<file path="config.mk">
export PLATFORM = sky130hd
export DESIGN_NAME = rpba_ctrl
export DESIGN_NICKNAME = d
export VERILOG_FILES = /design/src/rotate_points_about_bond_axis_macros.svh /design/src/rpba_pkg.sv /design/src/rpba_ctrl.sv
export SDC_FILE = /design/constraint.sdc
export NUM_CORES = 1
export LEC_CHECK = 0
export BUFFER_PORTS_ARGS = -buffer_cell sky130_fd_sc_hd__buf_2
export CAP_MARGIN = 0
export CORE_MARGIN = 2
export CORE_UTILIZATION = 40
export CTS_BUF_LIST = sky130_fd_sc_hd__clkbuf_8
export CTS_CLUSTER_SIZE = 24
export DETAILED_ROUTE_END_ITERATION = 10
export PLACE_DENSITY = 0.61
export SETUP_SLACK_MARGIN = 0.4
export SLEW_MARGIN = 20
export SYNTH_ARGS = -nofsm -noshare
export SYNTH_HDL_FRONTEND = slang
export SYNTH_SLANG_ARGS = --single-unit
</file>
<file path="constraint.sdc">
create_clock -name clk -period 3.2 [get_ports clk]
set_input_delay 0.16 -clock clk [delete_from_list [all_inputs] [get_ports clk]]
set_output_delay 0.16 -clock clk [all_outputs]
set_load 0.01 [all_outputs]
</file>
<file path="src/rotate_points_about_bond_axis_macros.svh">
// Assertion macros shared by the bond-axis rotation block.
`ifndef ROTATE_POINTS_ABOUT_BOND_AXIS_MACROS_SVH
`define ROTATE_POINTS_ABOUT_BOND_AXIS_MACROS_SVH

// Checks that cons holds in the same cycle whenever ante holds.
`define RPBA_ASSERT_SAME(lbl, ante, cons, msg) \
    lbl: assert property (@(posedge clk) disable iff (!rst_n) (ante) |-> (cons)) \
        else $error(msg);

// Checks that cons holds in the cycle after ante holds.
`define RPBA_ASSERT_NEXT(lbl, ante, cons, msg) \
    lbl: assert property (@(posedge clk) disable iff (!rst_n) (ante) |=> (cons)) \
        else $error(msg);

`endif

</file>
<file path="src/rpba_pkg.sv">
// Shared types, constants and tables for the bond-axis rotation block.
`timescale 1ns / 1ps
package rpba_pkg;

    localparam int IDX_W  = 6;
    localparam int CFG_W  = 32;
    localparam int MAG_W  = 33;
    localparam int SUM_W  = 64;
    localparam int LEN_W  = 32;
    localparam int QUO_W  = 31;
    localparam int OPW    = 34;
    localparam int CORD_W = 34;
    localparam int MW     = 36;
    localparam int MAT_W  = 32;
    localparam int ACC_W  = 37;
    localparam int CMP_W  = 7;

    localparam logic [1:0] REG_ANGLE = 2'd0;
    localparam logic [1:0] REG_SIDE  = 2'd1;
    localparam logic [1:0] REG_PIVOT = 2'd2;
    localparam logic [1:0] REG_AXIS  = 2'd3;

    localparam logic signed [CORD_W-1:0] ONE_Q30     = 34'sd1073741824;
    localparam logic signed [CORD_W-1:0] PI_Q29      = 34'sd1686629713;
    localparam logic signed [CORD_W-1:0] HALF_PI_Q29 = 34'sd843314857;
    localparam logic signed [CORD_W-1:0] GAIN_Q30    = 34'sd652032874;

    localparam logic [4:0] SQ_LAST     = 5'd2;
    localparam logic [4:0] SQRT_LAST   = 5'd31;
    localparam logic [4:0] DIV_LAST    = 5'd30;
    localparam logic [4:0] CORDIC_LAST = 5'd29;
    localparam logic [4:0] MUL_LAST    = 5'd14;
    localparam logic [4:0] MUL_B_FIRST = 5'd12;
    localparam logic [1:0] LANE_LAST   = 2'd2;

    typedef enum logic [4:0] {
        S_LOAD, S_RD_PIV, S_RD_AXIS, S_DIFF, S_CHECK, S_NORM, S_SQ, S_SQRT,
        S_DIV_INIT, S_DIV, S_DIV_END, S_CORDIC_INIT, S_CORDIC, S_CS, S_MUL,
        S_MAT, S_EM_RD, S_EM_CAP, S_EM_MUL, S_EM_ACC, S_EM_OUT, S_EM_WAIT
    } st_t;

    typedef enum logic [4:0] {
        OP_IDLE, OP_RD_PIV, OP_RD_AXIS, OP_DIFF, OP_CHECK, OP_NORM, OP_SQ,
        OP_SQRT, OP_DIV_INIT, OP_DIV, OP_DIV_END, OP_CORDIC_INIT, OP_CORDIC,
        OP_CS, OP_MUL, OP_MAT, OP_EM_RD, OP_EM_CAP, OP_EM_MUL, OP_EM_ACC,
        OP_EM_OUT
    } op_t;

    typedef struct packed {
        op_t        op;
        logic [4:0] cnt;
        logic [1:0] sel;
        logic       load;
        logic       last;
    } cmd_t;

    typedef struct packed {
        logic ok_now;
        logic norm_done;
        logic move_now;
    } stat_t;

    // Arctangent of 2^-i in Q3.29.
    function automatic logic signed [CORD_W-1:0] atan_q29(input logic [4:0] i);
        logic signed [CORD_W-1:0] v;
        unique case (i)
            5'd0:  v = 34'sd421657428;
            5'd1:  v = 34'sd248918915;
            5'd2:  v = 34'sd131521918;
            5'd3:  v = 34'sd66762579;
            5'd4:  v = 34'sd33510843;
            5'd5:  v = 34'sd16771758;
            5'd6:  v = 34'sd8387925;
            5'd7:  v = 34'sd4194219;
            5'd8:  v = 34'sd2097141;
            5'd9:  v = 34'sd1048575;
            5'd10: v = 34'sd524288;
            5'd11: v = 34'sd262144;
            5'd12: v = 34'sd131072;
            5'd13: v = 34'sd65536;
            5'd14: v = 34'sd32768;
            5'd15: v = 34'sd16384;
            5'd16: v = 34'sd8192;
            5'd17: v = 34'sd4096;
            5'd18: v = 34'sd2048;
            5'd19: v = 34'sd1024;
            5'd20: v = 34'sd512;
            5'd21: v = 34'sd256;
            5'd22: v = 34'sd128;
            5'd23: v = 34'sd64;
            5'd24: v = 34'sd32;
            5'd25: v = 34'sd16;
            5'd26: v = 34'sd8;
            5'd27: v = 34'sd4;
            5'd28: v = 34'sd2;
            5'd29: v = 34'sd1;
            default: v = '0;
        endcase
        return v;
    endfunction

endpackage

</file>
<file path="src/rpba_ctrl.sv">
// Sequencer for loading, the matrix build pass and result emission.
`timescale 1ns / 1ps
module rpba_ctrl import rpba_pkg::*; #(
    parameter int MAX_ATOMS = 64
) (
    input  logic                           clk,
    input  logic                           rst_n,
    input  logic                           in_valid,
    input  logic                           last_atom,
    output logic                           in_ready,
    output logic                           out_valid,
    input  logic                           out_ready,
    input  stat_t                          stat,
    output cmd_t                           cmd,
    output logic [$clog2(MAX_ATOMS)-1:0]   k,
    output logic [$clog2(MAX_ATOMS+1)-1:0] count
);

    localparam int AW   = $clog2(MAX_ATOMS);
    localparam int CNTW = $clog2(MAX_ATOMS + 1);

    st_t             state_reg, state_next;
    logic [4:0]      cnt_reg, cnt_next;
    logic [1:0]      sel_reg, sel_next;
    logic [AW-1:0]   k_reg, k_next;
    logic [CNTW-1:0] count_reg, count_next;
    logic            acc_in, full, last_now;

    assign acc_in   = in_valid && (state_reg == S_LOAD);
    assign full     = (count_reg == CNTW'(MAX_ATOMS));
    assign last_now = ((CNTW'(k_reg) + CNTW'(1)) == count_reg);
    assign k        = k_reg;
    assign count    = count_reg;

    always_ff @(posedge clk or negedge rst_n)
    begin
        if (!rst_n)
        begin
            state_reg <= S_LOAD;
            cnt_reg   <= '0;
            sel_reg   <= '0;
            k_reg     <= '0;
            count_reg <= '0;
        end
        else
        begin
            state_reg <= state_next;
            cnt_reg   <= cnt_next;
            sel_reg   <= sel_next;
            k_reg     <= k_next;
            count_reg <= count_next;
        end
    end

    always_comb
    begin
        state_next = state_reg;
        cnt_next   = cnt_reg;
        sel_next   = sel_reg;
        k_next     = k_reg;
        count_next = count_reg;
        unique case (state_reg)
            S_LOAD:
            begin
                if (acc_in)
                begin
                    if (!full)
                    begin
                        count_next = count_reg + CNTW'(1);
                    end
                    if (last_atom)
                    begin
                        state_next = S_RD_PIV;
                    end
                end
            end
            S_RD_PIV:  state_next = S_RD_AXIS;
            S_RD_AXIS: state_next = S_DIFF;
            S_DIFF:    state_next = S_CHECK;
            S_CHECK:
            begin
                k_next     = '0;
                state_next = stat.ok_now ? S_NORM : S_EM_RD;
            end
            S_NORM:
            begin
                cnt_next = '0;
                if (stat.norm_done)
                begin
                    state_next = S_SQ;
                end
            end
            S_SQ:
            begin
                cnt_next = cnt_reg + 5'd1;
                if (cnt_reg == SQ_LAST)
                begin
                    cnt_next   = '0;
                    state_next = S_SQRT;
                end
            end
            S_SQRT:
            begin
                cnt_next = cnt_reg + 5'd1;
                if (cnt_reg == SQRT_LAST)
                begin
                    cnt_next   = '0;
                    sel_next   = '0;
                    state_next = S_DIV_INIT;
                end
            end
            S_DIV_INIT:
            begin
                cnt_next   = '0;
                state_next = S_DIV;
            end
            S_DIV:
            begin
                cnt_next = cnt_reg + 5'd1;
                if (cnt_reg == DIV_LAST)
                begin
                    state_next = S_DIV_END;
                end
            end
            S_DIV_END:
            begin
                if (sel_reg == LANE_LAST)
                begin
                    state_next = S_CORDIC_INIT;
                end
                else
                begin
                    sel_next   = sel_reg + 2'd1;
                    state_next = S_DIV_INIT;
                end
            end
            S_CORDIC_INIT:
            begin
                cnt_next   = '0;
                state_next = S_CORDIC;
            end
            S_CORDIC:
            begin
                cnt_next = cnt_reg + 5'd1;
                if (cnt_reg == CORDIC_LAST)
                begin
                    state_next = S_CS;
                end
            end
            S_CS:
            begin
                cnt_next   = '0;
                state_next = S_MUL;
            end
            S_MUL:
            begin
                cnt_next = cnt_reg + 5'd1;
                if (cnt_reg == MUL_LAST)
                begin
                    state_next = S_MAT;
                end
            end
            S_MAT:
            begin
                k_next     = '0;
                state_next = S_EM_RD;
            end
            S_EM_RD: state_next = S_EM_CAP;
            S_EM_CAP:
            begin
                cnt_next   = '0;
                sel_next   = '0;
                state_next = stat.move_now ? S_EM_MUL : S_EM_OUT;
            end
            S_EM_MUL: state_next = S_EM_ACC;
            S_EM_ACC:
            begin
                state_next = S_EM_MUL;
                if (cnt_reg[1:0] != LANE_LAST)
                begin
                    cnt_next = cnt_reg + 5'd1;
                end
                else if (sel_reg != LANE_LAST)
                begin
                    cnt_next = '0;
                    sel_next = sel_reg + 2'd1;
                end
                else
                begin
                    state_next = S_EM_OUT;
                end
            end
            S_EM_OUT: state_next = S_EM_WAIT;
            S_EM_WAIT:
            begin
                if (out_ready)
                begin
                    if (last_now)
                    begin
                        count_next = '0;
                        state_next = S_LOAD;
                    end
                    else
                    begin
                        k_next     = k_reg + AW'(1);
                        state_next = S_EM_RD;
                    end
                end
            end
            default: state_next = S_LOAD;
        endcase
    end

    always_comb
    begin
        cmd.cnt   = cnt_reg;
        cmd.sel   = sel_reg;
        cmd.load  = acc_in && !full;
        cmd.last  = last_now;
        in_ready  = (state_reg == S_LOAD);
        out_valid = (state_reg == S_EM_WAIT);
        unique case (state_reg)
            S_RD_PIV:      cmd.op = OP_RD_PIV;
            S_RD_AXIS:     cmd.op = OP_RD_AXIS;
            S_DIFF:        cmd.op = OP_DIFF;
            S_CHECK:       cmd.op = OP_CHECK;
            S_NORM:        cmd.op = OP_NORM;
            S_SQ:          cmd.op = OP_SQ;
            S_SQRT:        cmd.op = OP_SQRT;
            S_DIV_INIT:    cmd.op = OP_DIV_INIT;
            S_DIV:         cmd.op = OP_DIV;
            S_DIV_END:     cmd.op = OP_DIV_END;
            S_CORDIC_INIT: cmd.op = OP_CORDIC_INIT;
            S_CORDIC:      cmd.op = OP_CORDIC;
            S_CS:          cmd.op = OP_CS;
            S_MUL:         cmd.op = OP_MUL;
            S_MAT:         cmd.op = OP_MAT;
            S_EM_RD:       cmd.op = OP_EM_RD;
            S_EM_CAP:      cmd.op = OP_EM_CAP;
            S_EM_MUL:      cmd.op = OP_EM_MUL;
            S_EM_ACC:      cmd.op = OP_EM_ACC;
            S_EM_OUT:      cmd.op = OP_EM_OUT;
            default:       cmd.op = OP_IDLE;
        endcase
    end

endmodule

</file>
==> flow_summary_export.csv, run 1 <==
group,metric,value,unit
run_status,status,"finished, final reports clean",
setup_path,crit_fanout,7,
global_route,antenna_found_initial,0,
synth,syn_area,0.00212,mm²
cells_and_area,fillers,524,
global_route,grt_pass1_vias,1925,
setup_path,r2r_end,"count[6]",
synth,synthCells,258,
global_route,gr-usage-all-layers,19.2,%
power_and_ir_drop,p_per_area,819,mW/mm²
synth,synth-seq-cells,25,
drt,viasPerCell,5.75,
setup_path,reg2reg_depth,7,
setup_path,arrival,2.73,ns
power_and_ir_drop,power,1980,µW
cells_and_area,largest_reg_flops,7,
drt,detail_route.first_pass.iterations,4,
cells_and_area,drive_gt1_share,18.6,%
power_and_ir_drop,power_switching,973,µW
setup_path,crit_family,"compound AO/OA/AOI/OAI gates",
power_and_ir_drop,ir_drop,344,µV
clocking,cts_tree,"done",
placed_design,place_inst,355,
global_route,grt_pass1_wl,9.43,mm
synth,postSynthAreaPerCell,8.22,µm²
synth,yosys_warnings,0,
setup_path,crit_path_top_delay_cell,"dfrtp_1",
clocking,cts_setup_buffers,0,
sta,final.setup.tns,0,ns
run,cap_violations,0,
hold_path,hp-class,"input port to register",
sta,tightest_slew,0.718,ns
drt,drc_errors,0,
global_route,grt_max_degree,26,
power_and_ir_drop,clockPowerShare,9.7,%
setup_path,critPathBufInv,0,
setup_path,crit_required,3.36,ns
cells_and_area,syn_to_final_growth,14.2,%
sta,slew_viol_final,0,
power_and_ir_drop,swShare,49.1,%
synth,syn_nets,275,
sta,rsz0062_at_grt,"no",
setup_path,r2r-start,"k[0]",
setup_path,start_kind,"register",
die,start_util,41.5,%
clocking,htreeDepth,1,
sta,finalCriticalPeriod,2.56,ns
setup_path,r2r_slack,0.64,ns
clocking,clock-root-buffer,"clkbuf_8",
cells_and_area,nets,308,
sta,fmax,0.390,GHz
clocking,numCtsBuffers,3,
cells_and_area,stdcell_count,360,
sta,period_share,80.1,%
power_and_ir_drop,p_comb_share,61.0,%
power_and_ir_drop,leakagePower,0.00117,µW
setup_path,crit_path_cell_trace,"ha_1 > xor3_1 > nor3_1 > o2111ai_1 > o21ai_1 > o21ai_0 > a211o_1",
sta,setup_viol,0,
power_and_ir_drop,power_frac_seq,29.3,%
sta,slew_headroom,52.1,%
clocking,clk_latency,0.27,ns
power_and_ir_drop,p_int,1010,µW
setup_path,max_stage_delay,0.46,ns
die,dieArea,0.00590,mm²
clocking,clockBufferDepth,2,
setup_path,critical_path_class,"register to register",
placed_design,gp_congestion,0.875,
synth,synth_cell_types,56,
setup_path,end_kind,"register",
sta,skew,0.00179,ns
sta,hold_viol_final,0,
clocking,clk_pin_slew,0.09,ns
hold_path,hold_end,"state_reg[4]",
drt,routedWlPerCell,15.2,µm
die,ios,37,
synth,synth_flop_cell,"dfrtp_1",
die,fp.dieH,76.8,µm
drt,wl,5.48,mm
hold_path,holdCritStartpoint,"out_ready",
sta,timing.hold.ws,0.133,ns
drt,drtAntennaViolNets,0,
placed_design,portBuffers,36,
global_route,overflow,0,
synth,synth_seq_area_share,29.5,%
synth,synth_edf_count,0,
cells_and_area,post-route-util,47.4,%
clocking,cts_sinks,25,
die,rows,26,
drt,num_vias,2070,
die,core_area,0.00511,mm²
synth,async_flop_share,100,%
cells_and_area,diodes,0,
placed_design,hpwl,3.96,mm
hold_path,hold_depth,2,
drt,drt_iter0_markers,81,
die,die_width,76.8,µm
[worst reg2reg max path, delay by kind of cell, from the launching register on]
family | cells | cell delay [ns]
adder cells (fa/ha/maj) | 1 | 0.30
AO/OA/AOI/OAI | 4 | 1.15
XOR/XNOR | 1 | 0.37
flip-flops | 1 | 0.46
AND/OR/NAND/NOR | 1 | 0.19
[cells by family (layout without fill, tap and decap cells)]
kind of cell,after synthesis,count (layout),synth area share [%]
AOI/OAI and AO/OA,87,87,27.5
xor gates and xnor gates,11,11,5.25
adders and majority gates,9,9,5.31
buffers and inverters,31,63,5.84
DFF,25,25,29.5
muxes,5,5,2.60
and+or+nand+nor,90,90,24.0
[worst max-delay path by stage]
| stage | from | endpoint | slack (ns) | cells past startpoint |
|---|---|---|---|---|
| after floorplan | cnt_reg[0] | state_reg[2] | 0.85 | 8 |
| after global placement | cnt_reg[0] | state_reg[2] | 0.70 | 8 |
| after detailed placement | k[0] | k[2] | 0.61 | 7 |
| after CTS | k[0] | k[2] | 0.58 | 7 |
| after global routing | k[0] | count[6] | 0.42 | 7 |
| final | k[0] | count[6] | 0.64 | 7 |
[synthesized netlist by cell type (all sizes together) (5+ instances only)]
cell    number  area [µm²]
o21ai       29         145
dfrtp       25         626
nand2       19        71.3
inv         18        67.6
a21oi       16        80.1
nand3       12        65.1
nor2        12        45.0
clkbuf       9        33.8
ha           9         113
nor2b        8        50.1
a31oi        6        37.5
and2         6        37.5
and3         6        37.5
xnor2        5        43.8
xor2         5        43.8
[power by group through the flow]
stage	Sequential (µW)	Combinational, µW	Clock, µW
finish	581	1210	192
floorplan	538	925	0
CTS	580	1210	201
global route	606	1360	216
global placement	586	1190	0
detailed placement	585	1200	0
[through the flow]
| step | setup WS [ns] | instance area, µm² |
|---|---|---|
| 6_report | 0.637 | 2420 |
| 5_1_grt | 0.422 | 2420 |
| 4_1_cts | 0.584 | 2420 |
| 3_5_place_dp | 0.614 | 2360 |
| 3_3_place_gp | 0.702 | 2360 |
| 2_1_floorplan | 0.849 | 2120 |
[placed cells by master (no fill, tap or decap), types with 5 or more instances in the layout]
cell     Yosys  layout
a21oi_1     16      16
xnor2_1      5       5
dfrtp_1     25      25
and2_1       6       6
inv_1       18      19
buf_2        3      36
nor2_1      12      12
o21ai_0     26      26
nand3_1     11      11
xor2_1       5       5
nand2_1     19      19
ha_1         9       9
nor2b_1      8       8
and3_1       6       6
a31oi_1      6       6
[metal layers]
layer | GRT usage (%) | wire length, µm | vias up
li1 | - | - | 1020
met1 | 27.4 | 2520 | 972
met2 | 30.4 | 2550 | 74
met3 | 3.06 | 374 | 4
met4 | 4.73 | 42 | 0
met5 | 0 | 0 | -
[layout make-up]
class                      count  area (µm²)  share of cell area [%]
multi-input combinational    202        1380                    56.8
sequential                    25         626                    25.8
timing repair buffer          41         220                    9.10
tap                           70        87.6                    3.62
inverter                      18        67.6                    2.79
clock buffer                   3        41.3                    1.71
clock inverter                 1        3.75                   0.155
[repair_timing]
| item | in CTS | in global routing |
|---|---|---|
| setup endpoints to repair | 0 | 4 |
| hold buffers | 1 | 0 |
| resized for setup | 0 | 1 |
| endpoints found under the hold margin | 25 | 0 |
No activity file was read; power rests on OpenSTA's default activity.
==> run 2, diff against run 1 <==
--- a/config.mk
+++ b/config.mk
@@ -12,7 +12,7 @@
 export CTS_BUF_LIST = sky130_fd_sc_hd__clkbuf_8
 export CTS_CLUSTER_SIZE = 24
 export DETAILED_ROUTE_END_ITERATION = 10
-export PLACE_DENSITY = 0.61
+export PLACE_DENSITY = 0.64
 export SETUP_SLACK_MARGIN = 0.4
 export SLEW_MARGIN = 20
 export SYNTH_ARGS = -nofsm -noshare
==> constraint.sdc (replaced) <==
create_clock -name clk -period 2.1 [get_ports clk]
set_input_delay 0.105 -clock clk [delete_from_list [all_inputs] [get_ports clk]]
set_output_delay 0.105 -clock clk [all_outputs]
set_load 0.01 [all_outputs]
==> flow_summary_export.csv, run 2 (same netlist as run 1, synthesis figures left out) <==
group,metric,value,unit
setup_path,crit_path_cell_trace,"or4_4 > a2111oi_4 > and4_4 > nand3_2 > and3_1 > a211o_1",
power_and_ir_drop,power_frac_seq,17.5,%
clocking,htreeDepth,1,
placed_design,place_area,0.00270,mm²
power_and_ir_drop,clockPowerShare,6.6,%
global_route,gr-usage-all-layers,22.6,%
placed_design,place_inst,383,
cells_and_area,final_cell_mix,"buf_4, buf_2, nand2_1, dfrtp_1, buf_6",
setup_path,crit_path_top_delay_cell,"or4_4",
global_route,grt_pass1_wl,10.9,mm
drt,viasPerCell,5.67,
hold_path,hold_depth,2,
drt,detail_route.first_pass.iterations,5,
cells_and_area,drive_gt1_share,51.3,%
power_and_ir_drop,ir_drop,748,µV
cells_and_area,syn_to_final_growth,54.3,%
sta,skew,0.00333,ns
die,rows,26,
setup_path,r2r-start,"state_reg[3]",
sta,timing.hold.ws,0.120,ns
clocking,cts_sinks,25,
setup_path,r2r_end,"count[6]",
sta,hold_viol_final,0,
die,die_width,76.8,µm
cells_and_area,stdcell_count,415,
run_status,status,"complete, but fails checks",
cells_and_area,largest_reg_flops,7,
setup_path,crit_required,2.26,ns
placed_design,dp_slack,-0.112,ns
setup_path,r2r_slack,-0.08,ns
setup_path,crit_fanout,3,
sta,slew_viol_final,0,
sta,slew_headroom,59.6,%
global_route,overflow,0,
cells_and_area,nets,363,
die,dieArea,0.00590,mm²
hold_path,holdCritStartpoint,"out_ready",
sta,setup_viol,7,
global_route,grt_max_degree,29,
setup_path,critPathBufInv,0,
sta,rsz0062_at_grt,"yes",
setup_path,max_stage_delay,0.56,ns
die,ios,37,
drt,drc_errors,0,
power_and_ir_drop,p_int,2330,µW
cells_and_area,stdcell_area,0.00327,mm²
setup_path,end_kind,"register",
hold_path,hp-class,"input port to register",
global_route,antenna_found_initial,0,
placed_design,hpwl,4.35,mm
setup_path,reg2reg_depth,6,
power_and_ir_drop,leakagePower,0.00151,µW
drt,drtAntennaViolNets,0,
cells_and_area,fillers,442,
setup_path,start_kind,"register",
cells_and_area,diodes,0,
setup_path,critical_path_class,"register to register",
drt,drt_iter0_markers,118,
power_and_ir_drop,power_switching,1970,µW
global_route,grt_pass1_vias,2249,
clocking,numCtsBuffers,3,
die,fp.dieH,76.8,µm
placed_design,portBuffers,36,
sta,period_share,104,%
drt,num_vias,2351,
sta,fmax,0.458,GHz
hold_path,hold_end,"state_reg[4]",
clocking,cts_tree,"done",
sta,finalCriticalPeriod,2.18,ns
setup_path,arrival,2.34,ns
sta,setup_ws,-0.0825,ns
power_and_ir_drop,p_per_area,1320,mW/mm²
drt,wl,6.64,mm
setup_path,crit_family,"simple AND/OR/NAND/NOR gates",
clocking,clk_latency,0.27,ns
drt,routedWlPerCell,16.0,µm
clocking,clock-root-buffer,"clkbuf_8",
die,start_util,41.5,%
run_status,violations,"negative setup slack",
clocking,clk_pin_slew,0.09,ns
clocking,clockBufferDepth,2,
power_and_ir_drop,swShare,45.7,%
sta,tightest_slew,0.606,ns
placed_design,gp_congestion,0.897,
cells_and_area,final_common_cell,"buf_4",
power_and_ir_drop,p_comb_share,75.9,%
run,cap_violations,0,
die,core_area,0.00511,mm²
## run 2: power groups by stage
stage | combinational [µW] | clock, µW | sequential (µW)
finish | 3270 | 283 | 754
floorplan | 1520 | 0 | 857
CTS | 2720 | 296 | 759
global route | 3540 | 315 | 774
global placement | 2390 | 0 | 761
detailed placement | 2400 | 0 | 768
## run 2: worst max-delay path by stage
stage	startpoint	cells after the start	slack (ns)	to
2_1_floorplan	state_reg[4]	6	-0.08	count[6]
3_3_place_gp	cnt_reg[1]	9	-0.06	state_reg[4]
3_5_place_dp	cnt_reg[1]	9	-0.11	state_reg[2]
4_1_cts	cnt_reg[1]	10	-0.04	state_reg[2]
5_1_grt	state_reg[3]	7	-0.19	count[5]
6_report	state_reg[3]	6	-0.08	count[6]
## run 2: repair_timing
item | 4_1_cts | 5_1_grt
hold buffers | 1 | 0
setup endpoints to repair | 28 | 31
pin swaps | 23 | 19
gates resized for setup | 32 | 52
gates cloned | 0 | 0
buffers inserted | 12 | 15
hold endpoints to repair | 25 | 0
## run 2: final cells by class
type	instances	area, µm²	area share, %
flip-flops and latches	25	636	19.4
clock inverters	1	3.75	0.115
well taps	70	87.6	2.68
clock buffers	3	41.3	1.26
inverters	18	76.3	2.33
repair buffers	96	708	21.6
multi-input cells	202	1720	52.5
## run 2: per-stage QoR
stage / TNS (ns) / total power (µW) / utilization (%)
2_1_floorplan: -0.0844 / 2370 / -
3_3_place_gp: -0.137 / 3150 / 52.8
3_5_place_dp: -0.249 / 3170 / 52.8
4_1_cts: -0.108 / 3770 / 58.0
5_1_grt: -1.16 / 4630 / 64.1
6_report: -0.320 / 4300 / 64.1
## run 2: metal layers
layer / up-vias / part of all wire, % / GRT usage, %
li1: 1125 / - / -
met1: 1141 / 42 / 29.0
met2: 79 / 52 / 40.0
met3: 6 / 5.5 / 2.47
met4: 0 / 0.93 / 6.55
met5: - / 0 / 0
==> run 3, diff against run 2 <==
--- a/config.mk
+++ b/config.mk
@@ -9,7 +9,7 @@
 export CAP_MARGIN = 0
 export CORE_MARGIN = 2
 export CORE_UTILIZATION = 40
-export CTS_BUF_LIST = sky130_fd_sc_hd__clkbuf_8
+export CTS_BUF_LIST = sky130_fd_sc_hd__clkbuf_16
 export CTS_CLUSTER_SIZE = 24
 export DETAILED_ROUTE_END_ITERATION = 10
 export PLACE_DENSITY = 0.64
==> flow_summary_export.csv, run 3 (same netlist as run 1, synthesis figures left out) <==
group,metric,value,unit
run_status,status,"complete, but fails checks",
run_status,violations,"negative setup slack",
setup_path,reg2reg_depth,10,
global_route,overflow,0,
setup_path,critical_path_class,"register to register",
die,core_area,0.00511,mm²
setup_path,start_kind,"register",
setup_path,end_kind,"register",
drt,drtAntennaViolNets,0,
placed_design,place_area,0.00270,mm²
cells_and_area,diodes,0,
hold_path,hold_depth,2,
setup_path,r2r-start,"cnt_reg[1]",
sta,period_share,102,%
global_route,grt_max_degree,29,
sta,rsz0062_at_grt,"yes",
global_route,grt_pass1_wl,10.9,mm
sta,fmax,0.467,GHz
setup_path,crit_required,2.23,ns
sta,setup_ws,-0.0435,ns
die,rows,26,
clocking,clockBufferDepth,2,
cells_and_area,drive_gt1_share,43.0,%
setup_path,r2r_slack,-0.04,ns
drt,detail_route.first_pass.iterations,4,
clocking,cts_tree,"done",
cells_and_area,stdcell_area,0.00304,mm²
run,cap_violations,0,
cells_and_area,post-route-util,59.5,%
hold_path,holdCritStartpoint,"out_ready",
sta,setup_viol,4,
cells_and_area,multiInputGateArea,0.00160,mm²
sta,skew,0.00288,ns
drt,routedWlPerCell,15.7,µm
drt,drc_errors,0,
cells_and_area,syn_to_final_growth,43.4,%
drt,viasPerCell,5.65,
drt,num_vias,2261,
clocking,cts_sinks,25,
setup_path,r2r_end,"state_reg[1]",
setup_path,crit_fanout,6,
hold_path,hold_end,"state_reg[4]",
placed_design,gp_congestion,0.897,
global_route,grt_pass1_vias,2292,
cells_and_area,fillers,475,
power_and_ir_drop,leakagePower,0.00142,µW
drt,wl,6.26,mm
setup_path,arrival,2.27,ns
cells_and_area,seqCellArea,634,µm²
placed_design,hpwl,4.35,mm
clocking,clk_pin_slew,0.06,ns
placed_design,portBuffers,36,
sta,slew_headroom,60.1,%
die,ios,37,
clocking,clk_latency,0.26,ns
sta,hold_viol_final,0,
die,dieArea,0.00590,mm²
clocking,numCtsBuffers,3,
die,die_width,76.8,µm
clocking,clock-root-buffer,"clkbuf_16",
global_route,gr-usage-all-layers,22.7,%
clocking,htreeDepth,1,
cells_and_area,final_cell_mix,"buf_2, buf_4, nand2_1, dfrtp_1, o21ai_0",
die,start_util,41.5,%
sta,slew_viol_final,0,
sta,tightest_slew,0.599,ns
hold_path,hp-class,"input port to register",
global_route,antenna_found_initial,0,
die,fp.dieH,76.8,µm
sta,finalCriticalPeriod,2.14,ns
power_and_ir_drop,power,3990,µW
cells_and_area,nets,348,
cells_and_area,largest_reg_flops,7,
drt,drt_iter0_markers,99,
power_and_ir_drop,p_per_area,1310,mW/mm²
power_and_ir_drop,ir_drop,659,µV
==> run 3: per-stage QoR <==
step | setup WS (ns) | hold WS, ns | std cells | TNS (ns)
after global placement | -0.0642 | 0.148 | 383 | -0.137
final | -0.0435 | 0.118 | 400 | -0.104
after global routing | -0.128 | 0.124 | 400 | -0.973
after CTS | -0.0460 | 0.116 | 400 | -0.0853
after floorplan | -0.0844 | -0.191 | 258 | -0.0844
after detailed placement | -0.112 | 0.144 | 383 | -0.249
==> run 3: how the worst max path moves through the flow <==
stage / endpoint / slack (ns) / from
finish: state_reg[1] / -0.04 / cnt_reg[1]
global route: state_reg[2] / -0.13 / cnt_reg[1]
CTS: state_reg[2] / -0.05 / cnt_reg[0]
detailed placement: state_reg[2] / -0.11 / cnt_reg[1]
global placement: state_reg[4] / -0.06 / cnt_reg[1]
floorplan: count[6] / -0.08 / state_reg[4]
==> run 3: final cells by class <==
class	instances	share of cell area [%]
Tap cell	70	2.88
Multi-Input combinational cell	202	52.7
Clock buffer	3	2.47
Sequential cell	25	20.9
Inverter	18	2.22
Timing Repair Buffer	81	18.7
Clock inverter	1	0.123
==> run 3: report_power, final <==
group	total, µW	switching, µW	internal, µW
sequential	763	134	629
clock	421	167	255
combinational	2800	1490	1310
==> run 3: worst max-delay path: stages, from the launching register on <==
cell and delay [ns]:
dfrtp_2 0.45, inv_1 0.08, ha_1 0.19, and3_1 0.15, or4_4 0.50, nor2_4 0.14, nor4b_4 0.05, buf_4 0.17
buf_4 0.14, nor2_1 0.10, a21oi_1 0.05
==> run 3: timing repair <==
action	4_1_cts	5_1_grt
hold buffers	1	0
gates resized for setup	34	8
hold endpoints to repair	25	0
pin swaps	17	9
setup endpoints to repair	27	30
setup buffers	12	0
==> run 3: layer usage <==
metal	track usage, %	share of wire (%)	vias to the layer above
li1	-	-	1105
met1	28.1	43	1060
met2	40.1	50	83
met3	2.59	5.6	13
met4	8.91	1.7	0
met5	0	0	-
